File: src/rtl/core/fpsc_pkg.sv
// ----------------------------------------------------------------------------
// fpsc_pkg
// Shared types and constants for the fan PWM speed control block.
// ----------------------------------------------------------------------------
package fpsc_pkg;

    localparam int unsigned P_PERIOD_TICKS = 100;

    localparam int unsigned DUTY_W  = 7;
    localparam int unsigned SPEED_W = 8;
    localparam int unsigned CNT_W   = 8;
    localparam int unsigned MAG_W   = 14;
    localparam int unsigned ADDR_W  = 3;
    localparam int unsigned DATA_W  = 32;

    localparam logic [SPEED_W-1:0] SPEED_MAX = 8'd100;

    // floor(m / 100) == (m * RECIP_100) >> RECIP_SHIFT for m <= 9900
    localparam int unsigned          RECIP_W     = 13;
    localparam logic [RECIP_W-1:0]   RECIP_100   = 13'd5243;
    localparam int unsigned          RECIP_SHIFT = 19;

    localparam logic [DUTY_W-1:0] MIN_DUTY_RST = 7'd32;
    localparam logic [DUTY_W-1:0] MAX_DUTY_RST = 7'd99;
    localparam logic [DUTY_W-1:0] DUTY_RST     = 7'd32;
    localparam logic [DUTY_W-1:0] DUTY_ZERO    = 7'd1;

    localparam logic ACT_TICK = 1'b0;
    localparam logic ACT_SET  = 1'b1;

    localparam logic REG_MIN_DUTY = 1'b0;
    localparam logic REG_MAX_DUTY = 1'b1;

    typedef struct packed {
        logic              action;
        logic              zero;
        logic              neg;
        logic [MAG_W-1:0]  mag;
    } t_item;

    typedef struct packed {
        logic [DUTY_W-1:0] min_duty;
        logic [DUTY_W-1:0] max_duty;
    } t_cfg;

endpackage

File: src/rtl/core/fan_pwm_speed_control_top.sv
// ----------------------------------------------------------------------------
// fan_pwm_speed_control_top
// Fan speed PWM generator: speed settings and ticks in, level and duty out.
//
//   Channel   Direction  Handshake                 Payload
//   in        in         i_in_valid / o_in_stall   i_action, i_speed_percent
//   out       out        o_out_valid / i_out_stall o_pwm_level, o_duty_now
//   cfg       in         APB psel/penable/pready   min_duty @0x0, max_duty @0x4
//
// One transfer per cycle while the output is not stalled; each input transfer
// passes through the input register, then the result register.
// Reset (synchronous, i_rst_n low) clears both stages and loads the PWM state.
// A stall on the output holds the result; the input stalls only while its
// register is full and cannot move into the result register.
// ----------------------------------------------------------------------------
module fan_pwm_speed_control_top
    import fpsc_pkg::*;
#(
    parameter int unsigned PERIOD_TICKS = P_PERIOD_TICKS
)
(
    input  logic               i_clk,
    input  logic               i_rst_n,
    input  logic               i_in_valid,
    output logic               o_in_stall,
    input  logic               i_action,
    input  logic [SPEED_W-1:0] i_speed_percent,
    output logic               o_out_valid,
    input  logic               i_out_stall,
    output logic               o_pwm_level,
    output logic [DUTY_W-1:0]  o_duty_now,
    input  logic               psel,
    input  logic               penable,
    input  logic               pwrite,
    input  logic [ADDR_W-1:0]  paddr,
    input  logic [DATA_W-1:0]  pwdata,
    output logic [DATA_W-1:0]  prdata,
    output logic               pready
);

    t_cfg  cfg;
    t_item item;
    logic  item_valid;
    logic  advance;

    assign advance = item_valid & (~o_out_valid | ~i_out_stall);

    fpsc_cfg u_cfg (
        .i_clk   (i_clk),
        .i_rst_n (i_rst_n),
        .psel    (psel),
        .penable (penable),
        .pwrite  (pwrite),
        .paddr   (paddr),
        .pwdata  (pwdata),
        .prdata  (prdata),
        .pready  (pready),
        .o_cfg   (cfg)
    );

    fpsc_in_stage u_in_stage (
        .i_clk           (i_clk),
        .i_rst_n         (i_rst_n),
        .i_in_valid      (i_in_valid),
        .o_in_stall      (o_in_stall),
        .i_action        (i_action),
        .i_speed_percent (i_speed_percent),
        .i_cfg           (cfg),
        .i_advance       (advance),
        .o_valid         (item_valid),
        .o_item          (item)
    );

    fpsc_pwm #(
        .PERIOD_TICKS (PERIOD_TICKS)
    ) u_pwm (
        .i_clk       (i_clk),
        .i_rst_n     (i_rst_n),
        .i_advance   (advance),
        .i_item      (item),
        .i_cfg       (cfg),
        .i_out_stall (i_out_stall),
        .o_out_valid (o_out_valid),
        .o_pwm_level (o_pwm_level),
        .o_duty_now  (o_duty_now)
    );

endmodule

File: src/rtl/core/fpsc_cfg.sv
// ----------------------------------------------------------------------------
// fpsc_cfg
// APB register file holding the minimum and maximum duty settings.
// ----------------------------------------------------------------------------
module fpsc_cfg
    import fpsc_pkg::*;
(
    input  logic              i_clk,
    input  logic              i_rst_n,
    input  logic              psel,
    input  logic              penable,
    input  logic              pwrite,
    input  logic [ADDR_W-1:0] paddr,
    input  logic [DATA_W-1:0] pwdata,
    output logic [DATA_W-1:0] prdata,
    output logic              pready,
    output t_cfg              o_cfg
);

    logic [DUTY_W-1:0] r_min_duty;
    logic [DUTY_W-1:0] r_max_duty;
    logic              wr_en;

    assign pready = 1'b1;
    assign wr_en  = psel & penable & pwrite;

    always_ff @(posedge i_clk) begin
        if (!i_rst_n) begin
            r_min_duty <= MIN_DUTY_RST;
            r_max_duty <= MAX_DUTY_RST;
        end else if (wr_en) begin
            case (paddr[2])
                REG_MIN_DUTY: r_min_duty <= pwdata[DUTY_W-1:0];
                REG_MAX_DUTY: r_max_duty <= pwdata[DUTY_W-1:0];
                default: ;
            endcase
        end
    end

    always_comb begin
        prdata = '0;
        case (paddr[2])
            REG_MIN_DUTY: prdata[DUTY_W-1:0] = r_min_duty;
            REG_MAX_DUTY: prdata[DUTY_W-1:0] = r_max_duty;
            default:      prdata = '0;
        endcase
    end

    assign o_cfg.min_duty = r_min_duty;
    assign o_cfg.max_duty = r_max_duty;

endmodule

File: src/rtl/core/fpsc_in_stage.sv
// ----------------------------------------------------------------------------
// fpsc_in_stage
// Input register: clamps the speed byte and registers setting * |span|.
// ----------------------------------------------------------------------------
module fpsc_in_stage
    import fpsc_pkg::*;
(
    input  logic               i_clk,
    input  logic               i_rst_n,
    input  logic               i_in_valid,
    output logic               o_in_stall,
    input  logic               i_action,
    input  logic [SPEED_W-1:0] i_speed_percent,
    input  t_cfg               i_cfg,
    input  logic               i_advance,
    output logic               o_valid,
    output t_item              o_item
);

    logic              r_valid;
    logic              n_valid;
    t_item             r_item;
    t_item             n_item;
    logic              accept;
    logic [DUTY_W-1:0] clamped;
    logic [DUTY_W-1:0] abs_span;

    assign o_in_stall = r_valid & ~i_advance;
    assign accept     = i_in_valid & ~o_in_stall;

    always_comb begin
        clamped       = (i_speed_percent > SPEED_MAX) ? SPEED_MAX[DUTY_W-1:0]
                                                      : i_speed_percent[DUTY_W-1:0];
        n_item.action = i_action;
        n_item.zero   = (i_speed_percent == '0);
        n_item.neg    = (i_cfg.max_duty < i_cfg.min_duty);
        abs_span      = n_item.neg ? (i_cfg.min_duty - i_cfg.max_duty)
                                   : (i_cfg.max_duty - i_cfg.min_duty);
        n_item.mag    = MAG_W'(clamped) * MAG_W'(abs_span);
    end

    always_comb begin
        n_valid = r_valid;
        if (accept) begin
            n_valid = 1'b1;
        end else if (i_advance) begin
            n_valid = 1'b0;
        end
    end

    always_ff @(posedge i_clk) begin
        if (!i_rst_n) begin
            r_valid <= 1'b0;
        end else begin
            r_valid <= n_valid;
        end
    end

    always_ff @(posedge i_clk) begin
        if (accept) begin
            r_item <= n_item;
        end
    end

    assign o_valid = r_valid;
    assign o_item  = r_item;

endmodule

File: src/rtl/core/fpsc_pwm.sv
// ----------------------------------------------------------------------------
// fpsc_pwm
// Duty mapping, PWM phase state and result register.
// ----------------------------------------------------------------------------
module fpsc_pwm
    import fpsc_pkg::*;
#(
    parameter int unsigned PERIOD_TICKS = P_PERIOD_TICKS
)
(
    input  logic              i_clk,
    input  logic              i_rst_n,
    input  logic              i_advance,
    input  t_item             i_item,
    input  t_cfg              i_cfg,
    input  logic              i_out_stall,
    output logic              o_out_valid,
    output logic              o_pwm_level,
    output logic [DUTY_W-1:0] o_duty_now
);

    localparam logic [CNT_W-1:0] PERIOD = CNT_W'(PERIOD_TICKS);
    localparam int unsigned      PROD_W = MAG_W + RECIP_W;

    logic              r_out_valid;
    logic              n_out_valid;
    logic              r_level;
    logic [DUTY_W-1:0] r_duty;
    logic [DUTY_W-1:0] n_duty;
    logic              r_phase_high;
    logic              n_phase_high;
    logic [CNT_W-1:0]  r_count;
    logic [CNT_W-1:0]  n_count;
    logic [CNT_W-1:0]  r_len;
    logic [CNT_W-1:0]  n_len;
    logic [PROD_W-1:0] prod;
    logic [DUTY_W-1:0] quot;
    logic [CNT_W-1:0]  cnt_inc;
    logic [CNT_W-1:0]  low_len;
    logic [CNT_W-1:0]  duty_ext;

    always_comb begin
        prod     = PROD_W'(i_item.mag) * PROD_W'(RECIP_100);
        quot     = prod[RECIP_SHIFT +: DUTY_W];
        duty_ext = CNT_W'(r_duty);
        low_len  = (duty_ext >= PERIOD) ? '0 : (PERIOD - duty_ext);
        cnt_inc  = r_count + 1'b1;

        n_duty       = r_duty;
        n_phase_high = r_phase_high;
        n_count      = r_count;
        n_len        = r_len;

        case (i_item.action)
            ACT_SET: begin
                if (i_item.zero) begin
                    n_duty = DUTY_ZERO;
                end else if (i_item.neg) begin
                    n_duty = i_cfg.min_duty - quot;
                end else begin
                    n_duty = i_cfg.min_duty + quot;
                end
            end
            ACT_TICK: begin
                n_count = cnt_inc;
                if (cnt_inc >= r_len) begin
                    n_count = '0;
                    if (r_phase_high) begin
                        if (low_len == '0) begin
                            n_len = duty_ext;
                        end else begin
                            n_phase_high = 1'b0;
                            n_len        = low_len;
                        end
                    end else begin
                        if (r_duty == '0) begin
                            n_len = low_len;
                        end else begin
                            n_phase_high = 1'b1;
                            n_len        = duty_ext;
                        end
                    end
                end
            end
            default: ;
        endcase
    end

    always_comb begin
        n_out_valid = r_out_valid;
        if (i_advance) begin
            n_out_valid = 1'b1;
        end else if (!i_out_stall) begin
            n_out_valid = 1'b0;
        end
    end

    always_ff @(posedge i_clk) begin
        if (!i_rst_n) begin
            r_out_valid  <= 1'b0;
            r_duty       <= DUTY_RST;
            r_phase_high <= 1'b1;
            r_count      <= '0;
            r_len        <= CNT_W'(DUTY_RST);
        end else begin
            r_out_valid <= n_out_valid;
            if (i_advance) begin
                r_duty       <= n_duty;
                r_phase_high <= n_phase_high;
                r_count      <= n_count;
                r_len        <= n_len;
            end
        end
    end

    always_ff @(posedge i_clk) begin
        if (i_advance) begin
            r_level <= r_phase_high;
        end
    end

    assign o_out_valid = r_out_valid;
    assign o_pwm_level = r_level;
    assign o_duty_now  = r_duty;

    a_count_in_phase: assert property (@(posedge i_clk) disable iff (!i_rst_n)
        r_count < r_len)
        else $error("phase count reached phase length");

    a_set_keeps_phase: assert property (@(posedge i_clk) disable iff (!i_rst_n)
        (i_advance && i_item.action == ACT_SET) |=>
            ($stable(r_phase_high) && $stable(r_count) && $stable(r_len)))
        else $error("speed setting moved the PWM phase");

    a_hold_when_idle: assert property (@(posedge i_clk) disable iff (!i_rst_n)
        !i_advance |=> ($stable(r_duty) && $stable(r_count) && $stable(r_phase_high)))
        else $error("state changed without a transfer");

endmodule
File: config.mk
export PLATFORM = sky130hd
export DESIGN_NAME = fan_pwm_speed_control_top
export DESIGN_NICKNAME = d
export VERILOG_FILES = /design/src/rtl/core/fpsc_pkg.sv /design/src/rtl/core/fan_pwm_speed_control_top.sv /design/src/rtl/core/fpsc_cfg.sv /design/src/rtl/core/fpsc_in_stage.sv /design/src/rtl/core/fpsc_pwm.sv
export SDC_FILE = /design/constraint.sdc
export NUM_CORES = 1
export LEC_CHECK = 0
export BUFFER_PORTS_ARGS = -buffer_cell sky130_fd_sc_hd__buf_4
export CAP_MARGIN = 20
export CORE_UTILIZATION = 48
export DETAILED_ROUTE_END_ITERATION = 7
export PLACE_DENSITY = 0.67
export SLEW_MARGIN = 20
export SYNTH_ARGS = -nofsm -noshare
export SYNTH_HDL_FRONTEND = slang
export SYNTH_SLANG_ARGS = --single-unit
File: constraint.sdc
create_clock -name i_clk -period 7.2 [get_ports i_clk]
set_input_delay 1.44 -clock i_clk [delete_from_list [all_inputs] [get_ports i_clk]]
set_output_delay 1.44 -clock i_clk [all_outputs]
set_load 0.01 [all_outputs]
==> impl_metrics.xml, run 1 <==
<?xml version="1.0" encoding="UTF-8"?>
<metrics>
  <group name="routing">
    <metric name="drc" unit="">0</metric>
    <metric name="final_antenna_net_count" unit="">0</metric>
    <metric name="routed-via-count" unit="">6470</metric>
    <metric name="drt-vias-per-instance" unit="">5.11</metric>
    <metric name="drt-total-wl" unit="um">17500</metric>
    <metric name="wl_per_cell" unit="um">13.8</metric>
    <metric name="drtPass1Iterations" unit="">4</metric>
    <metric name="drt_iter0_markers" unit="">232</metric>
  </group>
  <group name="global_routing">
    <metric name="track_usage" unit="%">19.8</metric>
    <metric name="first_global_vias" unit="">6321</metric>
    <metric name="antenna_found_initial" unit="">0</metric>
    <metric name="grt-ovfl-total" unit="">0</metric>
    <metric name="grt_pass1_wl" unit="um">29200</metric>
    <metric name="grt_max_degree" unit="">33</metric>
  </group>
  <group name="sta">
    <metric name="setup_viol_count_final" unit="">0</metric>
    <metric name="finalHoldViolations" unit="">0</metric>
    <metric name="grt_setup_unrepaired" unit="">true</metric>
    <metric name="slew_headroom" unit="%">33.5</metric>
    <metric name="worst_clock_skew" unit="ns">0.0113</metric>
    <metric name="final.period_utilization" unit="%">95.9</metric>
    <metric name="finalMaxSlewViolations" unit="">0</metric>
    <metric name="fin_crit" unit="ns">6.91</metric>
    <metric name="tightest_slew" unit="ns">0.996</metric>
    <metric name="clock.fmax" unit="GHz">0.145</metric>
  </group>
  <group name="synth">
    <metric name="async_reset_ff_share" unit="%">0</metric>
    <metric name="synth-seq-cells" unit="">58</metric>
    <metric name="synthDominantAreaCellType" unit="">sky130_fd_sc_hd__ha_1</metric>
    <metric name="yosys_warnings" unit="">0</metric>
    <metric name="synth-main-ff-cell" unit="">sky130_fd_sc_hd__dfxtp_1</metric>
    <metric name="yosysUniqueCellTypes" unit="">69</metric>
    <metric name="netlist_instances" unit="">973</metric>
    <metric name="synth_sequential_area_ratio" unit="%">15.4</metric>
    <metric name="post_synth_edffs" unit="">18</metric>
    <metric name="mappedNetlistArea" unit="um^2">8720</metric>
    <metric name="syn_area_per_cell" unit="um^2">8.96</metric>
    <metric name="synth.top_cells.by_area" unit="">sky130_fd_sc_hd__ha_1, sky130_fd_sc_hd__fa_1, sky130_fd_sc_hd__dfxtp_1</metric>
    <metric name="netlist.area_leader.share" unit="%">22.4</metric>
  </group>
  <group name="final_layout">
    <metric name="stdcell_area" unit="um^2">9850</metric>
    <metric name="finalNetCount" unit="">1333</metric>
    <metric name="final_layout_size_suffix_gt1_share" unit="%">12.6</metric>
    <metric name="antenna_cells" unit="">0</metric>
    <metric name="area.growth.synth_to_final" unit="%">13.0</metric>
    <metric name="number_of_filler_instances_in_the_final_layout" unit="">1541</metric>
  </group>
  <group name="floorplan">
    <metric name="ports" unit="">94</metric>
    <metric name="total_die_area" unit="um^2">18700</metric>
    <metric name="die-height" unit="um">137</metric>
    <metric name="std_cell_rows" unit="">48</metric>
    <metric name="initial_core_util" unit="%">49.7</metric>
    <metric name="dieWidth" unit="um">137</metric>
    <metric name="floorplan_core_area" unit="um^2">17500</metric>
  </group>
  <group name="place">
    <metric name="post_dp_cell_area" unit="um^2">9250</metric>
    <metric name="placer_congestion" unit="">0.843</metric>
    <metric name="dp.final_hpwl" unit="um">14800</metric>
    <metric name="port_buffers" unit="">40</metric>
  </group>
  <group name="run">
    <metric name="cap_viol_max_count" unit="">0</metric>
  </group>
  <group name="critical_path">
    <metric name="worst_ep_arrival_time" unit="ns">7.13</metric>
    <metric name="critPathMaxFanout" unit="">4</metric>
    <metric name="worstSetupStartpointType" unit="">register</metric>
    <metric name="path_class" unit="">reg -&gt; reg</metric>
    <metric name="end_kind" unit="">register</metric>
    <metric name="worst-endpoint-required" unit="ns">7.42</metric>
  </group>
  <group name="cts">
    <metric name="clock_sinks" unit="">58</metric>
    <metric name="cts.root.buffer_cell" unit="">sky130_fd_sc_hd__clkbuf_16</metric>
    <metric name="cts.htree.levels" unit="">3</metric>
    <metric name="clk_pin_slew" unit="ns">0.06</metric>
    <metric name="cts.path.max_buffers" unit="">2</metric>
    <metric name="holdBufCountCts" unit="">0</metric>
    <metric name="cts_buffers" unit="">9</metric>
    <metric name="clock_tree_from_tritoncts" unit="">done</metric>
    <metric name="clk_latency" unit="ns">0.33</metric>
  </group>
  <group name="min_path">
    <metric name="timing.hold.worst.class" unit="">reg -&gt; reg</metric>
  </group>
  <group name="run_status">
    <metric name="outcome" unit="">finished, final reports clean</metric>
  </group>
</metrics>
flip-flops by register name (all words and copies together), names as in the netlist:
| name | cells |
|---|---|
| u_cfg.r_max_duty | 7 |
| u_cfg.r_min_duty | 7 |
| u_in_stage.o_item | 17 |
| u_in_stage.o_valid | 1 |
| u_pwm.o_duty_now | 7 |
| u_pwm.o_out_valid | 1 |
| u_pwm.o_pwm_level | 1 |
| u_pwm.r_count | 8 |
| u_pwm.r_len | 8 |
| u_pwm.r_phase_high | 1 |
per-layer routing:
layer	vias up	wire length, um	GRT usage, %
li1	3287	-	-
met1	3094	8760	27.3
met2	77	8280	33.6
met3	12	333	1.89
met4	0	161	4.03
met5	-	0	0
cells in the mapped netlist (all sizes together), types with 4 or more instances:
cell type / number
a21oi: 58
a211o: 4
a211oi: 6
nand3: 19
dfxtp: 40
nand2: 66
nand2b: 13
o21a: 7
edfxtp: 18
mux2i: 8
clkbuf: 14
o21ai: 32
xor2: 16
o211ai: 6
and2: 8
or2: 5
ha: 156
nand4: 6
nor2b: 11
fa: 89
buf: 30
nor2: 68
a21o: 13
and3: 7
inv: 179
o21bai: 7
a31oi: 6
xnor2: 29
nor3: 7
cell usage in the layout, fill, tap and decap left out, types with 4 or more instances in the layout:
cell,n
sky130_fd_sc_hd__nor2b_1,11
sky130_fd_sc_hd__nand4_1,6
sky130_fd_sc_hd__ha_4,8
sky130_fd_sc_hd__and3_1,6
sky130_fd_sc_hd__buf_4,70
sky130_fd_sc_hd__a211oi_1,6
sky130_fd_sc_hd__o21ai_1,8
sky130_fd_sc_hd__conb_1,26
sky130_fd_sc_hd__a21oi_1,52
sky130_fd_sc_hd__fa_1,89
sky130_fd_sc_hd__nand3_1,19
sky130_fd_sc_hd__nand2b_1,13
sky130_fd_sc_hd__mux2i_1,8
sky130_fd_sc_hd__nor2_1,68
sky130_fd_sc_hd__o211ai_1,6
sky130_fd_sc_hd__and2_1,6
sky130_fd_sc_hd__dfxtp_1,40
sky130_fd_sc_hd__a21oi_2,5
sky130_fd_sc_hd__inv_1,178
sky130_fd_sc_hd__a211o_1,4
sky130_fd_sc_hd__xor2_1,15
sky130_fd_sc_hd__clkbuf_16,11
sky130_fd_sc_hd__a21o_1,11
sky130_fd_sc_hd__o21ai_0,24
sky130_fd_sc_hd__nand2_1,66
sky130_fd_sc_hd__o21bai_1,7
sky130_fd_sc_hd__ha_1,147
sky130_fd_sc_hd__xnor2_1,28
sky130_fd_sc_hd__nor3_1,7
sky130_fd_sc_hd__edfxtp_1,18
sky130_fd_sc_hd__o21a_1,6
path summary, 6_finish.rpt:
check                                                      from                                to  slack (ns)  cells past startpoint
worst min register to register      u_pwm.r_len[7]$_SDFFE_PN0P_       u_pwm.r_len[7]$_SDFFE_PN0P_        0.46                      2
worst max register to register  u_in_stage.o_item[11]$_DFFE_PP_  u_pwm.o_duty_now[6]$_SDFFE_PN0P_        0.29                     27
worst min-delay path                u_pwm.r_len[7]$_SDFFE_PN0P_       u_pwm.r_len[7]$_SDFFE_PN0P_        0.46                      2
worst max-delay path            u_in_stage.o_item[11]$_DFFE_PP_  u_pwm.o_duty_now[6]$_SDFFE_PN0P_        0.29                     27
layout make-up:
cell class	count	area (um^2)	area share, %
clock inverter	4	28.8	0.292
sequential	58	1340	13.6
inverter	179	672	6.82
tap	225	282	2.86
multi-input combinational	716	6680	67.8
clock buffer	12	289	2.93
timing repair buffer	73	559	5.68
metrics by stage:
stage / TNS, ns / worst slack (ns) / util (%) / hold slack (ns) / instances
2_1_floorplan: 0 / 0.591 / - / 0.430 / 997
5_1_grt: -0.0795 / -0.0795 / 56.2 / 0.489 / 1267
4_1_cts: 0 / 0.0827 / 54.6 / 0.461 / 1254
3_3_place_gp: 0 / 0.139 / 52.7 / 0.443 / 1238
6_report: 0 / 0.292 / 56.2 / 0.461 / 1267
3_5_place_dp: 0 / 0.0902 / 52.7 / 0.450 / 1238
critical path: stages (launching register included):
cell and delay, ns:
sky130_fd_sc_hd__edfxtp_1 0.46, sky130_fd_sc_hd__buf_4 0.18, sky130_fd_sc_hd__fa_1 0.46, sky130_fd_sc_hd__ha_1 0.30
sky130_fd_sc_hd__inv_1 0.05, sky130_fd_sc_hd__fa_1 0.49, sky130_fd_sc_hd__inv_1 0.07, sky130_fd_sc_hd__fa_1 0.53
sky130_fd_sc_hd__inv_1 0.05, sky130_fd_sc_hd__fa_1 0.53, sky130_fd_sc_hd__inv_1 0.06, sky130_fd_sc_hd__ha_4 0.16
sky130_fd_sc_hd__a21o_1 0.16, sky130_fd_sc_hd__a211o_1 0.33, sky130_fd_sc_hd__a31oi_4 0.24, sky130_fd_sc_hd__a21oi_4 0.10
sky130_fd_sc_hd__a221o_2 0.44, sky130_fd_sc_hd__xnor2_1 0.26, sky130_fd_sc_hd__a31oi_1 0.14, sky130_fd_sc_hd__xnor2_1 0.15
sky130_fd_sc_hd__ha_1 0.32, sky130_fd_sc_hd__a21o_1 0.21, sky130_fd_sc_hd__o21a_1 0.17, sky130_fd_sc_hd__or4_1 0.46
sky130_fd_sc_hd__mux2i_1 0.18, sky130_fd_sc_hd__nor3_1 0.08, sky130_fd_sc_hd__mux2i_1 0.16, sky130_fd_sc_hd__nand2_1 0.07
cells by family after synthesis:
family                     count (synthesis)  share of synthesized area, %
and+or+nand+nor                          225                          12.3
muxes                                     10                          1.26
buffers and inverters                    223                          11.1
AOI/OAI and AO/OA                        165                          12.6
xor gates and xnor gates                  45                          4.52
DFF                                       58                          15.4
other                                      2                        0.0861
adders and majority gates                245                          42.8
what timing repair did:
item / in CTS / in global routing
hold endpoints to repair: 0 / 0
setup endpoints to repair: 0 / 2
gates resized for setup: 0 / 31
buffers inserted: 0 / 13
Power of run 1 is not shown: default switching activity piles up to over one toggle a cycle in this logic, so the estimate is an artifact.
==> inputs of run 2 (changes only) <==
--- a/config.mk
+++ b/config.mk
@@ -9,7 +9,7 @@
 export CAP_MARGIN = 20
 export CORE_UTILIZATION = 48
 export DETAILED_ROUTE_END_ITERATION = 7
-export PLACE_DENSITY = 0.67
+export PLACE_DENSITY = 0.7
 export SLEW_MARGIN = 20
 export SYNTH_ARGS = -nofsm -noshare
 export SYNTH_HDL_FRONTEND = slang
==> constraint.sdc (replaced) <==
create_clock -name i_clk -period 6.16 [get_ports i_clk]
set_input_delay 1.232 -clock i_clk [delete_from_list [all_inputs] [get_ports i_clk]]
set_output_delay 1.232 -clock i_clk [all_outputs]
set_load 0.01 [all_outputs]
==> run 2 against run 1 <==
  * The flow now finishes with violations (setup timing)
  * Setup slack worse by 0.91 ns
  * Register-to-register slack lost 0.91 ns
  * Cell count rose by 8.4%
  * Critical path depth up 5
  * Non-clock buffer count is 107 higher
  * Hold slack got worse by 0.0038 ns
  * Global-route usage increased by 1.7 points
  * Sequential share of layout area shrank 1.5 points
  * Flip-flop and latch count did not move
  * Clock skew shrank 0.0045 ns
  * Fmax increased by 1.9%
  * Die area stayed put
==> impl_metrics.xml, run 2 (same netlist as run 1, synthesis figures left out) <==
<?xml version="1.0" encoding="UTF-8"?>
<metrics>
  <group name="run_status">
    <metric name="outcome" unit="">complete, but fails checks</metric>
    <metric name="violations" unit="">setup timing</metric>
  </group>
  <group name="floorplan">
    <metric name="die-height" unit="um">137</metric>
    <metric name="floorplan_core_area" unit="um^2">17500</metric>
    <metric name="ports" unit="">94</metric>
    <metric name="dieWidth" unit="um">137</metric>
    <metric name="initial_core_util" unit="%">49.7</metric>
    <metric name="std_cell_rows" unit="">48</metric>
    <metric name="total_die_area" unit="um^2">18700</metric>
  </group>
  <group name="global_routing">
    <metric name="track_usage" unit="%">21.5</metric>
    <metric name="antenna_found_initial" unit="">0</metric>
    <metric name="grt_max_degree" unit="">33</metric>
    <metric name="first_global_vias" unit="">6938</metric>
    <metric name="grt-ovfl-total" unit="">0</metric>
    <metric name="grt_pass1_wl" unit="um">31700</metric>
  </group>
  <group name="routing">
    <metric name="wl_per_cell" unit="um">15.0</metric>
    <metric name="detail_route.wirelength.met1" unit="um">9150</metric>
    <metric name="met3RoutedLength" unit="um">523</metric>
    <metric name="drc" unit="">0</metric>
    <metric name="routed-via-count" unit="">7072</metric>
    <metric name="maxUsedRoutingLayer" unit="">met4</metric>
    <metric name="drt_iter0_markers" unit="">302</metric>
    <metric name="drt-vias-per-instance" unit="">5.15</metric>
    <metric name="drt-total-wl" unit="um">20500</metric>
    <metric name="final_antenna_net_count" unit="">0</metric>
    <metric name="drtPass1Iterations" unit="">5</metric>
    <metric name="met2_wirelength" unit="um">10500</metric>
  </group>
  <group name="final_layout">
    <metric name="area.growth.synth_to_final" unit="%">27.5</metric>
    <metric name="final-seq-area" unit="um^2">1340</metric>
    <metric name="final_core_util" unit="%">63.4</metric>
    <metric name="finalNetCount" unit="">1440</metric>
    <metric name="multiInputGateArea" unit="um^2">7100</metric>
    <metric name="final_cell_mix" unit="">sky130_fd_sc_hd__inv_1, sky130_fd_sc_hd__buf_4, sky130_fd_sc_hd__ha_1</metric>
    <metric name="largest_register_ffs" unit="">17</metric>
    <metric name="number_of_filler_instances_in_the_final_layout" unit="">1392</metric>
    <metric name="antenna_cells" unit="">0</metric>
    <metric name="final_layout_size_suffix_gt1_share" unit="%">26.5</metric>
  </group>
  <group name="sta">
    <metric name="slew_headroom" unit="%">33.2</metric>
    <metric name="clock.fmax" unit="GHz">0.148</metric>
    <metric name="setup_slack" unit="ns">-0.619</metric>
    <metric name="setup_viol_count_final" unit="">3</metric>
    <metric name="worst_clock_skew" unit="ns">0.00681</metric>
    <metric name="grt_setup_unrepaired" unit="">true</metric>
    <metric name="hold_slack" unit="ns">0.457</metric>
    <metric name="fin_crit" unit="ns">6.78</metric>
    <metric name="final.period_utilization" unit="%">110</metric>
    <metric name="finalHoldViolations" unit="">0</metric>
    <metric name="tightest_slew" unit="ns">1.00</metric>
    <metric name="finalMaxSlewViolations" unit="">0</metric>
  </group>
  <group name="place">
    <metric name="place_ws" unit="ns">-0.721</metric>
    <metric name="placer_congestion" unit="">0.866</metric>
    <metric name="port_buffers" unit="">40</metric>
    <metric name="dp.final_hpwl" unit="um">15800</metric>
  </group>
  <group name="min_path">
    <metric name="timing.hold.worst.class" unit="">reg -&gt; reg</metric>
  </group>
  <group name="critical_path">
    <metric name="critical_path.top_delay_family" unit="">adder cells</metric>
    <metric name="cpMostUsedCell" unit="">sky130_fd_sc_hd__fa_1</metric>
    <metric name="critical-path-max-stage-delay" unit="ns">0.53</metric>
    <metric name="crit_path_slowest_cell" unit="">sky130_fd_sc_hd__fa_1</metric>
    <metric name="critPathBufInv" unit="">6</metric>
    <metric name="end_kind" unit="">register</metric>
    <metric name="critPathMaxFanout" unit="">4</metric>
    <metric name="path_class" unit="">reg -&gt; reg</metric>
    <metric name="worst-endpoint-required" unit="ns">6.38</metric>
    <metric name="worstSetupStartpointType" unit="">register</metric>
    <metric name="rrSetupSlack" unit="ns">-0.62</metric>
    <metric name="worst_ep_arrival_time" unit="ns">7.00</metric>
  </group>
  <group name="cts">
    <metric name="cts.path.max_buffers" unit="">2</metric>
    <metric name="clk_latency" unit="ns">0.33</metric>
    <metric name="clock_tree_from_tritoncts" unit="">done</metric>
    <metric name="cts.htree.levels" unit="">3</metric>
    <metric name="cts.root.buffer_cell" unit="">sky130_fd_sc_hd__clkbuf_16</metric>
    <metric name="clk_pin_slew" unit="ns">0.06</metric>
    <metric name="clock_sinks" unit="">58</metric>
    <metric name="cts_buffers" unit="">9</metric>
    <metric name="holdBufCountCts" unit="">0</metric>
  </group>
  <group name="run">
    <metric name="cap_viol_max_count" unit="">0</metric>
  </group>
</metrics>
[run 2: repair_timing]
| action | in CTS | in global routing |
|---|---|---|
| resized for setup | 31 | 73 |
| pin swaps | 32 | 60 |
| setup buffers | 11 | 15 |
| gates cloned | 0 | 0 |
| setup endpoints to repair | 5 | 9 |
[run 2: per-stage QoR]
stage | area, um^2 | cells | setup TNS, ns
after floorplan | 8930 | 997 | -0.262
after global placement | 10100 | 1333 | -1.03
after detailed placement | 10100 | 1333 | -1.48
after CTS | 10600 | 1360 | -0.516
after global routing | 11100 | 1374 | -2.26
final | 11100 | 1374 | -1.04
[run 2: worst register-to-register path: cells and delay by family, from the launching register on]
| kind | cells | cell delay [ns] |
|---|---|---|
| compound gates | 6 | 0.85 |
| xor+xnor | 2 | 0.42 |
| simple gates | 8 | 1.33 |
| fa+ha+maj | 8 | 2.87 |
| mux | 2 | 0.32 |
| buf+inv | 6 | 0.42 |
| flops | 1 | 0.47 |
[run 2: routing by layer]
layer | global-route usage (%) | vias up
met4 | 5.92 | 0
met2 | 38.2 | 129
li1 | - | 3503
met3 | 2.15 | 34
met1 | 27.7 | 3406
met5 | 0 | -
[run 2: final timing paths]
kind / start / endpoint / cells after the start
max reg2reg: u_in_stage.o_item[6]$_DFFE_PP_ / u_pwm.o_duty_now[6]$_SDFFE_PN0P_ / 32
min reg2reg: u_pwm.r_len[7]$_SDFFE_PN0P_ / u_pwm.r_len[7]$_SDFFE_PN0P_ / 2
max: u_in_stage.o_item[6]$_DFFE_PP_ / u_pwm.o_duty_now[6]$_SDFFE_PN0P_ / 32
min: u_pwm.r_len[7]$_SDFFE_PN0P_ / u_pwm.r_len[7]$_SDFFE_PN0P_ / 2
[run 2: layout make-up]
type | count | share of cell area, %
multi-input combinational | 716 | 63.9
sequential | 58 | 12.1
clock inverter | 6 | 0.641
timing repair buffer | 180 | 12.6
clock buffer | 10 | 2.25
inverter | 179 | 6.04
tap | 225 | 2.53
Power of run 2 is left out for the same reason.
==> inputs of run 3 (changes only) <==
--- a/config.mk
+++ b/config.mk
@@ -5,11 +5,12 @@
 export SDC_FILE = /design/constraint.sdc
 export NUM_CORES = 1
 export LEC_CHECK = 0
-export BUFFER_PORTS_ARGS = -buffer_cell sky130_fd_sc_hd__buf_4
+export BUFFER_PORTS_ARGS = -buffer_cell sky130_fd_sc_hd__buf_2
 export CAP_MARGIN = 20
 export CORE_UTILIZATION = 48
 export DETAILED_ROUTE_END_ITERATION = 7
 export PLACE_DENSITY = 0.7
+export RECOVER_POWER = 50
 export SLEW_MARGIN = 20
 export SYNTH_ARGS = -nofsm -noshare
 export SYNTH_HDL_FRONTEND = slang
==> run 3 against run 2 <==
  * The flow still finishes with violations (setup timing)
  * Register-to-register slack is essentially flat
  * Hold slack improved by 0.00087 ns
  * Clock skew is 0.0062 ns higher
  * Largest cell class unchanged
  * Non-clock buffer count fell by 1
  * Routed wire length is 5.0% lower
  * Critical path depth is 1 higher
==> impl_metrics.xml, run 3 (same netlist as run 1, synthesis figures left out) <==
<?xml version="1.0" encoding="UTF-8"?>
<metrics>
  <group name="critical_path">
    <metric name="r2r-start" unit="">u_in_stage.o_item[8]$_DFFE_PP_</metric>
    <metric name="critPathMaxFanout" unit="">6</metric>
    <metric name="path_class" unit="">reg -&gt; reg</metric>
    <metric name="worstSetupStartpointType" unit="">register</metric>
    <metric name="worst_ep_arrival_time" unit="ns">7.00</metric>
    <metric name="reg2reg_depth" unit="">33</metric>
    <metric name="crit_path_slowest_cell" unit="">sky130_fd_sc_hd__fa_1</metric>
    <metric name="critical-path-max-stage-delay" unit="ns">0.56</metric>
    <metric name="end_kind" unit="">register</metric>
    <metric name="worst-endpoint-required" unit="ns">6.38</metric>
    <metric name="r2r-end" unit="">u_pwm.o_duty_now[6]$_SDFFE_PN0P_</metric>
    <metric name="rrSetupSlack" unit="ns">-0.62</metric>
    <metric name="cpMostUsedCell" unit="">sky130_fd_sc_hd__buf_4</metric>
  </group>
  <group name="floorplan">
    <metric name="initial_core_util" unit="%">49.7</metric>
    <metric name="floorplan_core_area" unit="um^2">17500</metric>
    <metric name="ports" unit="">94</metric>
    <metric name="total_die_area" unit="um^2">18700</metric>
    <metric name="die-height" unit="um">137</metric>
    <metric name="std_cell_rows" unit="">48</metric>
    <metric name="dieWidth" unit="um">137</metric>
  </group>
  <group name="sta">
    <metric name="slew_headroom" unit="%">31.0</metric>
    <metric name="finalMaxSlewViolations" unit="">0</metric>
    <metric name="fin_crit" unit="ns">6.78</metric>
    <metric name="grt_setup_unrepaired" unit="">true</metric>
    <metric name="finalHoldViolations" unit="">0</metric>
    <metric name="clock.fmax" unit="GHz">0.148</metric>
    <metric name="setup_slack" unit="ns">-0.618</metric>
    <metric name="worst_clock_skew" unit="ns">0.0130</metric>
    <metric name="final.period_utilization" unit="%">110</metric>
    <metric name="tightest_slew" unit="ns">1.03</metric>
    <metric name="setup_viol_count_final" unit="">3</metric>
  </group>
  <group name="global_routing">
    <metric name="grt_max_degree" unit="">33</metric>
    <metric name="first_global_vias" unit="">6934</metric>
    <metric name="grt-ovfl-total" unit="">0</metric>
    <metric name="track_usage" unit="%">21.4</metric>
    <metric name="antenna_found_initial" unit="">0</metric>
    <metric name="grt_pass1_wl" unit="um">31600</metric>
  </group>
  <group name="routing">
    <metric name="drt-total-wl" unit="um">19500</metric>
    <metric name="drt-vias-per-instance" unit="">5.11</metric>
    <metric name="final_antenna_net_count" unit="">0</metric>
    <metric name="wl_per_cell" unit="um">14.2</metric>
    <metric name="routed-via-count" unit="">7019</metric>
    <metric name="drt_iter0_markers" unit="">256</metric>
    <metric name="drtPass1Iterations" unit="">5</metric>
    <metric name="drc" unit="">0</metric>
  </group>
  <group name="final_layout">
    <metric name="mostFrequentLayoutCell" unit="">sky130_fd_sc_hd__inv_1</metric>
    <metric name="largest_register_ffs" unit="">17</metric>
    <metric name="final_core_util" unit="%">61.8</metric>
    <metric name="finalNetCount" unit="">1439</metric>
    <metric name="final_layout_size_suffix_gt1_share" unit="%">23.8</metric>
    <metric name="stdcell_area" unit="um^2">10800</metric>
    <metric name="number_of_filler_instances_in_the_final_layout" unit="">1457</metric>
    <metric name="area.growth.synth_to_final" unit="%">24.3</metric>
    <metric name="antenna_cells" unit="">0</metric>
    <metric name="final_cell_mix" unit="">sky130_fd_sc_hd__inv_1, sky130_fd_sc_hd__ha_1, sky130_fd_sc_hd__buf_4</metric>
  </group>
  <group name="place">
    <metric name="post_dp_cell_area" unit="um^2">9970</metric>
    <metric name="dp.final_hpwl" unit="um">15700</metric>
    <metric name="placer_congestion" unit="">0.845</metric>
    <metric name="port_buffers" unit="">40</metric>
  </group>
  <group name="cts">
    <metric name="cts_buffers" unit="">9</metric>
    <metric name="clk_pin_slew" unit="ns">0.05</metric>
    <metric name="clock_sinks" unit="">58</metric>
    <metric name="cts.htree.levels" unit="">3</metric>
    <metric name="clock_tree_from_tritoncts" unit="">done</metric>
    <metric name="holdBufCountCts" unit="">0</metric>
    <metric name="cts.path.max_buffers" unit="">2</metric>
    <metric name="cts.root.buffer_cell" unit="">sky130_fd_sc_hd__clkbuf_16</metric>
    <metric name="clk_latency" unit="ns">0.33</metric>
  </group>
  <group name="min_path">
    <metric name="worst_hold_path.endpoint" unit="">u_pwm.r_len[7]$_SDFFE_PN0P_</metric>
    <metric name="hp-start" unit="">u_pwm.r_len[7]$_SDFFE_PN0P_</metric>
    <metric name="timing.hold.worst.class" unit="">reg -&gt; reg</metric>
    <metric name="min_path_cells" unit="">2</metric>
  </group>
  <group name="run_status">
    <metric name="outcome" unit="">complete, but fails checks</metric>
    <metric name="violations" unit="">setup timing</metric>
  </group>
  <group name="run">
    <metric name="cap_viol_max_count" unit="">0</metric>
  </group>
</metrics>
==> run 3: final cells by class <==
type,count,area (um^2),share of cell area [%]
clock buffers,11,243,2.24
clock inverters,5,27.5,0.254
inverters,179,672,6.20
multi-input cells,716,7020,64.7
flip-flops and latches,58,1340,12.4
well taps,225,282,2.60
repair buffers,179,1260,11.6
==> run 3: how the worst max path moves through the flow <==
stage / from / end / slack (ns) / cells after the start
after floorplan: u_in_stage.o_item[11]$_DFFE_PP_ / u_pwm.o_duty_now[6]$_SDFFE_PN0P_ / -0.26 / 29
after global placement: u_in_stage.o_item[7]$_DFFE_PP_ / u_pwm.o_duty_now[6]$_SDFFE_PN0P_ / -0.65 / 28
after detailed placement: u_in_stage.o_item[7]$_DFFE_PP_ / u_pwm.o_duty_now[6]$_SDFFE_PN0P_ / -0.73 / 30
after CTS: u_in_stage.o_item[10]$_DFFE_PP_ / u_pwm.o_duty_now[6]$_SDFFE_PN0P_ / -0.54 / 30
after global routing: u_in_stage.o_item[8]$_DFFE_PP_ / u_pwm.o_duty_now[6]$_SDFFE_PN0P_ / -0.89 / 29
final: u_in_stage.o_item[8]$_DFFE_PP_ / u_pwm.o_duty_now[6]$_SDFFE_PN0P_ / -0.62 / 33
==> run 3: per-layer routing <==
layer	part of all wire (%)	vias up	track usage (%)
li1	-	3513	-
met1	46	3356	27.6
met2	50	124	38.3
met3	2.9	26	2.26
met4	1.7	0	5.43
met5	0	-	0
==> run 3: metrics by stage <==
stage          hold slack, ns  TNS [ns]  setup slack [ns]  instances
6_report                0.458    -0.906            -0.618       1373
5_1_grt                 0.490     -2.62            -0.892       1373
4_1_cts                 0.459    -0.857            -0.540       1362
3_5_place_dp            0.451     -1.55            -0.733       1331
3_3_place_gp            0.441     -1.11            -0.646       1331
2_1_floorplan           0.430    -0.262            -0.262        997
==> run 3: worst max-delay path: cells and delay by family (launching register included) <==
kind            cells  cell delay (ns)
compound gates      4             0.63
xor+xnor            1             0.26
fa+ha+maj           7             2.80
buf+inv            15             1.65
flops               1             0.53
mux                 1             0.20
simple gates        5             0.57
==> run 3: what timing repair did <==
action / in CTS / in global routing
buffers inserted: 15 / 11
setup endpoints to repair: 6 / 9
gates resized for setup: 26 / 55
endpoints found under the hold margin: 0 / 0
pin swaps: 21 / 47
Power of run 3 is left out for the same reason.
